--- config.mk ---
export PLATFORM = sky130hd
export DESIGN_NAME = bpf_cordic
export DESIGN_NICKNAME = d
export VERILOG_FILES = /design/src/rtl/core/bpf_pkg.sv /design/src/rtl/core/bpf_cordic.sv
export SDC_FILE = /design/constraint.sdc
export NUM_CORES = 2
export LEC_CHECK = 0
export BUFFER_PORTS_ARGS = -buffer_cell sky130_fd_sc_hd__buf_2
export CAP_MARGIN = 20
export CORE_MARGIN = 4
export CORE_UTILIZATION = 55
export DETAILED_ROUTE_END_ITERATION = 8
export PLACE_DENSITY_LB_ADDON = 0.12
export SYNTH_ARGS = -nofsm -noshare
export SYNTH_HDL_FRONTEND = slang
export SYNTH_SLANG_ARGS = --single-unit
export TNS_END_PERCENT = 100
--- constraint.sdc ---
create_clock -name clk -period 11.6 [get_ports clk]
set_clock_uncertainty 0.2 [all_clocks]
set_input_delay 2.9 -clock clk [delete_from_list [all_inputs] [get_ports clk]]
set_output_delay 2.9 -clock clk [all_outputs]
set_load 0.05 [all_outputs]
--- src/rtl/core/bpf_pkg.sv ---
package bpf_pkg;

  localparam int CORDIC_STEPS = 16;

  localparam logic [28:0] ATAN_TAB [0:31] = '{
    29'd210828714, 29'd124459457, 29'd65760959, 29'd33381290, 29'd16755422,
    29'd8385879, 29'd4193963, 29'd2097109, 29'd1048571, 29'd524287,
    29'd262144, 29'd131072, 29'd65536, 29'd32768, 29'd16384, 29'd8192,
    29'd4096, 29'd2048, 29'd1024, 29'd512, 29'd256, 29'd128, 29'd64, 29'd32,
    29'd16, 29'd8, 29'd4, 29'd2, 29'd1, 29'd0, 29'd0, 29'd0
  };

  typedef struct packed {
    logic signed [31:0] first_x;
    logic signed [31:0] first_y;
    logic [1:0]         first_index;
    logic signed [31:0] second_x;
    logic signed [31:0] second_y;
    logic [1:0]         second_index;
  } bpf_in_t;

  typedef struct packed {
    logic signed [31:0] center_x;
    logic signed [31:0] center_y;
    logic signed [15:0] heading;
    logic               valid_res;
  } bpf_out_t;

endpackage

--- src/rtl/core/bpf_cordic.sv ---
module bpf_cordic (
  input  logic               clk,
  input  logic               en,
  input  logic [30:0]        x_in,
  input  logic [30:0]        y_in,
  output logic signed [30:0] z_out
);
  import bpf_pkg::*;

  logic signed [33:0] x_r [CORDIC_STEPS];
  logic signed [33:0] y_r [CORDIC_STEPS];
  logic signed [30:0] z_r [CORDIC_STEPS];

  for (genvar i = 0; i < CORDIC_STEPS; i++) begin : g_stage
    logic signed [33:0] x_p, y_p, xs, ys, x_nxt, y_nxt;
    logic signed [30:0] z_p, z_nxt, a;

    if (i == 0) begin : g_first
      assign x_p = signed'({3'b000, x_in});
      assign y_p = signed'({3'b000, y_in});
      assign z_p = '0;
    end else begin : g_next
      assign x_p = x_r[i-1];
      assign y_p = y_r[i-1];
      assign z_p = z_r[i-1];
    end

    assign xs = x_p >>> i;
    assign ys = y_p >>> i;
    assign a  = signed'({2'b00, ATAN_TAB[i]});

    always_comb begin
      if (!y_p[33]) begin
        x_nxt = x_p + ys;
        y_nxt = y_p - xs;
        z_nxt = z_p + a;
      end else begin
        x_nxt = x_p - ys;
        y_nxt = y_p + xs;
        z_nxt = z_p - a;
      end
    end

    always_ff @(posedge clk) begin
      if (en) begin
        x_r[i] <= x_nxt;
        y_r[i] <= y_nxt;
        z_r[i] <= z_nxt;
      end
    end
  end

  assign z_out = z_r[CORDIC_STEPS-1];

endmodule

# Word-level counts from Yosys, hierarchy flattened
# Memory sizes are Yosys's and may differ from the RTL's.
# Index checks and enable logic that the tools add are counted.
[op_classes]
addsub = 92
muxes = 47
[ops]
columns = ["op", "count"]
rows = [
  ["$mux 34", 30],
  ["$mux 31", 15],
  ["$add 34x19->34", 2],
  ["$add 34x20->34", 2],
  ["$add 34x21->34", 2],
  ["$add 34x22->34", 2],
  ["$add 34x23->34", 2],
  ["$add 34x24->34", 2],
  ["$add 34x25->34", 2],
  ["$add 34x26->34", 2],
  ["$add 34x27->34", 2],
  ["$add 34x28->34", 2],
  ["$add 34x29->34", 2],
  ["$add 34x30->34", 2],
  ["$add 34x31->34", 2],
  ["$add 34x32->34", 2],
  ["$add 34x33->34", 2],
  ["$sub 34x19->34", 2],
  ["$sub 34x20->34", 2],
  ["$sub 34x21->34", 2],
  ["$sub 34x22->34", 2],
  ["$sub 34x23->34", 2],
  ["$sub 34x24->34", 2],
  ["$sub 34x25->34", 2],
  ["other kinds (39)", 50],
]
[word_totals]
register_bits = 0
ram_bits = 1584
input_bits = 64
out_inout_bits = 31
elab_cells = 142
mem_count = 3
[memory_table]
columns = ["name", "depth", "width", "read_ports", "rd_ports_with_merged_regs", "wr", "line", "text"]
rows = [
  ["x_r", 16, 34, 15, 0, 16, "bpf_cordic.sv:10", "logic signed [33:0] x_r [CORDIC_STEPS];"],
  ["y_r", 16, 34, 15, 0, 16, "bpf_cordic.sv:11", "logic signed [33:0] y_r [CORDIC_STEPS];"],
  ["z_r", 16, 31, 16, 0, 16, "bpf_cordic.sv:12", "logic signed [30:0] z_r [CORDIC_STEPS];"],
]

# Logic depth before layout (Yosys ltp)
# An unclocked memory read counts as a cell.
[logic_depth]
word_depth = 3
mapped_depth = 23

# Least setup slack after synthesis
# Ideal clock, no wire load.
[synth_path]
path_kind = "input port to flip-flop"
startpoint = "in x_in[7]"
endpoint = "mem y_r[0][24], data pin"
setup_ps = 268
t_arrival_ps = 5326
t_required_ps = 11132
slack_ps = 5806
stages = 14
n_path_buf = 1
path_cell_list = "inv_1 > ha_1 > buf_2 > a21o_1 > nand2_1 > nand2b_1 > a2111oi_2 > a21oi_1 > a311o_1 > o31ai_2 > nand2_1 > or2_1 > a21oi_1 > xnor2_1"
[synth_lines]
columns = ["element", "line", "text"]
rows = [
  ["start: declaration", "bpf_cordic.sv:4", "input logic [30:0] x_in,"],
  ["end: declaration", "bpf_cordic.sv:11", ""],
]

==> flow_summary_export.csv <==
group,metric,value,unit
floorplan,die_w,463.4,µm
logic_synthesis,yosysTopAreaCellShare,0.3570,
logic_synthesis,synthDominantAreaCellType,"sky130_fd_sc_hd__edfxtp_1",
floorplan,die_h,463.4,µm
floorplan,coreArea,205400,µm²
sta,finalCriticalPeriod,5.899,ns
logic_synthesis,ys_async_sr_fraction,0,
cts,cts_tree,"built",
routing,drt-wirelength-per-cell,20.34,µm
sta,slew-limit-headroom,0.2557,
routing,via_count,90310,
floorplan,io-pin-count,95,
grt,grt_pass1_wl,476.7,mm
logic_synthesis,synthesis.instances,12030,
hold_path,min_path_type,"flip-flop to flip-flop",
sta,grt_setup_unrepaired,"false",
sta,fmaxAchievable,0.1695,GHz
outcome,outcome,"finished, final reports clean",
routing,final_routed_drc_violation_total,0,
grt,initial_antenna_violation_count,6,
floorplan,rows,166,
logic_synthesis,mapped_avg_cell_area,9.482,µm²
cts,cts_sinks,1356,
routing,drt_pre_antenna_iters,6,
grt,grtUsageTotal,0.2732,
sta,post-route-period-util,0.5086,
finish,layout-drive-gt1-share,0.04095,
cts,numCtsBuffers,159,
cts,cts.clk_slew.worst_paths,0.06,ns
logic_synthesis,synth_top_flop_cell,"sky130_fd_sc_hd__edfxtp_1",
placed_design,port_buffers,93,
setup_path,timing.critical_path.required,11.95,ns
grt,grt_overflow,0,
logic_synthesis,synth_sequential_area_ratio,0.3570,
setup_path,type_of_the_worst_setup_path,"primary input to flip-flop",
sta,transition_time_of_the_tightest_slew_check_pin,1.101,ns
logic_synthesis,synthMuxAreaShare,0.004761,
grt,largest_net_degree_at_the_start_of_global_routing,188,
floorplan,dieArea,214700,µm²
logic_synthesis,top_area_cells_in_the_synthesized_netlist,"sky130_fd_sc_hd__edfxtp_1 36%, sky130_fd_sc_hd__ha_1 14%, sky130_fd_sc_hd__xnor2_1 8.6%",
setup_path,arrival_time_reported_for_the_critical_path_endpoint,6.25,ns
cts,root_buffer,"sky130_fd_sc_hd__clkbuf_16",
logic_synthesis,ys_ff_latch,1356,
logic_synthesis,synth_top_family_by_area,"compound AO/OA/AOI/OAI gates",
routing,via_per_inst,6.050,
finish,num-nets-final,13480,
routing,detailedRoute.firstIterationViolations,7128,
run,maxCapViolations,0,
setup_path,worst_setup_path_start_kind,"primary input",
sta,hold_viol_final,0,
cts,htree_levels,4,
logic_synthesis,synth-edff-count,1356,
floorplan,floorplan.initialDensity,0.5552,
cts,cts.repair_timing.setup_buffer_count,0,
cts,clkLatencyLatePin,0.85,ns
logic_synthesis,synth-adder-area-share,0.1461,
logic_synthesis,synth.cell_area,114000,µm²
sta,setup-tns-final,0,ns
setup_path,critPathCaptureType,"flip-flop",
placed_design,gp_routability_congestion,0.9309,
logic_synthesis,synthDistinctLibCells,97,
logic_synthesis,compound_cell_area_share_of_the_yosys_netlist,0.1937,
cts,cts.hold.buffers_added,0,
finish,fillCellCount,17490,
cts,clk_path_buf_depth,3,
placed_design,dp.final_hpwl,242.4,mm
cts,cts_resized,0,
setup_path,worstPathMaxFanout,5,
sta,setup_viol,0,
logic_synthesis,synth-xor-area-share,0.1342,
routing,route.antenna.remaining_nets,0,
routing,finalWirelength,303.6,mm
sta,slew_viol_final,0,
grt,grt_pass1_vias,85890,
logic_synthesis,synth_simple_gate_area_frac,0.1381,
logic_synthesis,ys_warn_count,0,
finish,area_growth_syn_to_layout,7.967,%
[synthesized netlist by cell type (57+ instances only)]
| library cell | number |
|---|---|
| sky130_fd_sc_hd__edfxtp_1 | 1356 |
| sky130_fd_sc_hd__a21oi_1 | 1315 |
| sky130_fd_sc_hd__ha_1 | 1271 |
| sky130_fd_sc_hd__nor2_1 | 1151 |
| sky130_fd_sc_hd__xnor2_1 | 1122 |
| sky130_fd_sc_hd__xor2_1 | 625 |
| sky130_fd_sc_hd__a21o_1 | 591 |
| sky130_fd_sc_hd__nand2_1 | 583 |
| sky130_fd_sc_hd__inv_1 | 559 |
| sky130_fd_sc_hd__o21ai_0 | 538 |
| sky130_fd_sc_hd__nor3_1 | 291 |
| sky130_fd_sc_hd__nand3_1 | 211 |
| sky130_fd_sc_hd__nor2b_1 | 204 |
| sky130_fd_sc_hd__clkbuf_1 | 200 |
| sky130_fd_sc_hd__nand2b_1 | 184 |
| sky130_fd_sc_hd__o21bai_1 | 169 |
| sky130_fd_sc_hd__a31oi_1 | 161 |
| sky130_fd_sc_hd__o21a_1 | 161 |
| sky130_fd_sc_hd__and3_1 | 111 |
| sky130_fd_sc_hd__nor4_1 | 110 |
| sky130_fd_sc_hd__nand4_1 | 93 |
| sky130_fd_sc_hd__and2_1 | 83 |
| sky130_fd_sc_hd__a211oi_1 | 66 |
| sky130_fd_sc_hd__or3_1 | 57 |
[worst max-delay path: stages]
cell and delay (ns):
sky130_fd_sc_hd__buf_2 0.12, sky130_fd_sc_hd__inv_1 0.08, sky130_fd_sc_hd__ha_1 0.29, sky130_fd_sc_hd__nor2b_1 0.12
sky130_fd_sc_hd__o21ai_0 0.12, sky130_fd_sc_hd__a21boi_0 0.28, sky130_fd_sc_hd__o21ai_0 0.14, sky130_fd_sc_hd__a21boi_0 0.41
sky130_fd_sc_hd__o2111ai_1 0.21, sky130_fd_sc_hd__a31oi_1 0.55, sky130_fd_sc_hd__a31oi_1 0.38, sky130_fd_sc_hd__o31ai_1 0.42
sky130_fd_sc_hd__a21o_1 0.18, sky130_fd_sc_hd__a21oi_1 0.06
[area by class of cell]
cell class | instances | area (µm²) | share of cell area
antenna | 6 | 15.01 | 0.0001219
sequential | 1356 | 40720 | 0.3307
timing repair buffer | 140 | 920.9 | 0.007479
inverter | 563 | 2113 | 0.01716
clock buffer | 185 | 4076 | 0.03310
multi-input combinational | 9883 | 70360 | 0.5714
tap | 2688 | 3363 | 0.02731
clock inverter | 106 | 1567 | 0.01272
[per-layer routing]
layer | vias to the layer above | part of all wire | global-route usage
met2 | 2294 | 0.48 | 0.4642
met5 | - | 0.000079 | 0
li1 | 44350 | - | -
met4 | 4 | 0.025 | 0.06894
met3 | 393 | 0.048 | 0.03020
met1 | 43270 | 0.45 | 0.3728
[stage by stage]
step	hold WS (ns)	cells	util	cell area, µm²	setup slack [ns]
after floorplan	0.2003	12030	-	114100	5.806
after global placement	0.2042	14630	0.5719	117500	4.887
after detailed placement	0.2045	14630	0.5719	117500	4.899
after CTS	0.1971	14920	0.5994	123100	5.790
after global routing	0.1951	14920	0.5994	123100	5.356
final	0.1991	14930	0.5994	123100	5.701
[state kept, by name, indices dropped and copies added (netlist names)]
register,cells
y_r,475
x_r,459
z_r,422
[path summary, 6_finish.rpt]
path,from,to,slack (ns),depth (start not counted)
min reg2reg,z_r[1][37]$_DFFE_PP_,z_r[1][68]$_DFFE_PP_,0.20,0
max,x_in[1],y_r[0][33]$_DFFE_PP_,5.70,14
min,z_r[1][37]$_DFFE_PP_,z_r[1][68]$_DFFE_PP_,0.20,0
max reg2reg,y_r[0][110]$_DFFE_PP_,x_r[0][168]$_DFFE_PP_,5.98,16
[cells by family (layout without fill, tap and decap cells)]
family                   Yosys count  count (layout)
AO/OA/AOI/OAI                   3512            3512
flip-flops                      1356            1356
other                              2              10
AND/OR/NAND/NOR                 3261            3261
buffers and inverters            791             994
XOR/XNOR                        1747            1747
multiplexers                      50              50
adder cells (fa/ha/maj)         1309            1309
[cells in the final DEF (no fill, tap or decap), types with 111 or more instances in the layout]
cell type and count:
sky130_fd_sc_hd__nor2b_1 204, sky130_fd_sc_hd__o21a_1 161, sky130_fd_sc_hd__o21ai_0 538, sky130_fd_sc_hd__nand2b_1 184
sky130_fd_sc_hd__o21bai_1 169, sky130_fd_sc_hd__clkbuf_16 159, sky130_fd_sc_hd__nand3_1 211, sky130_fd_sc_hd__nand2_1 583
sky130_fd_sc_hd__a31oi_1 161, sky130_fd_sc_hd__nor2_1 1151, sky130_fd_sc_hd__and3_1 111, sky130_fd_sc_hd__xnor2_1 1122
sky130_fd_sc_hd__inv_1 559, sky130_fd_sc_hd__edfxtp_1 1356, sky130_fd_sc_hd__ha_1 1271, sky130_fd_sc_hd__nor3_1 291
sky130_fd_sc_hd__a21oi_1 1315, sky130_fd_sc_hd__xor2_1 625, sky130_fd_sc_hd__a21o_1 591
Power is left out: the tool's default activity adds up to more than one toggle a clock period on the data nets, which glitch-free logic cannot reach.
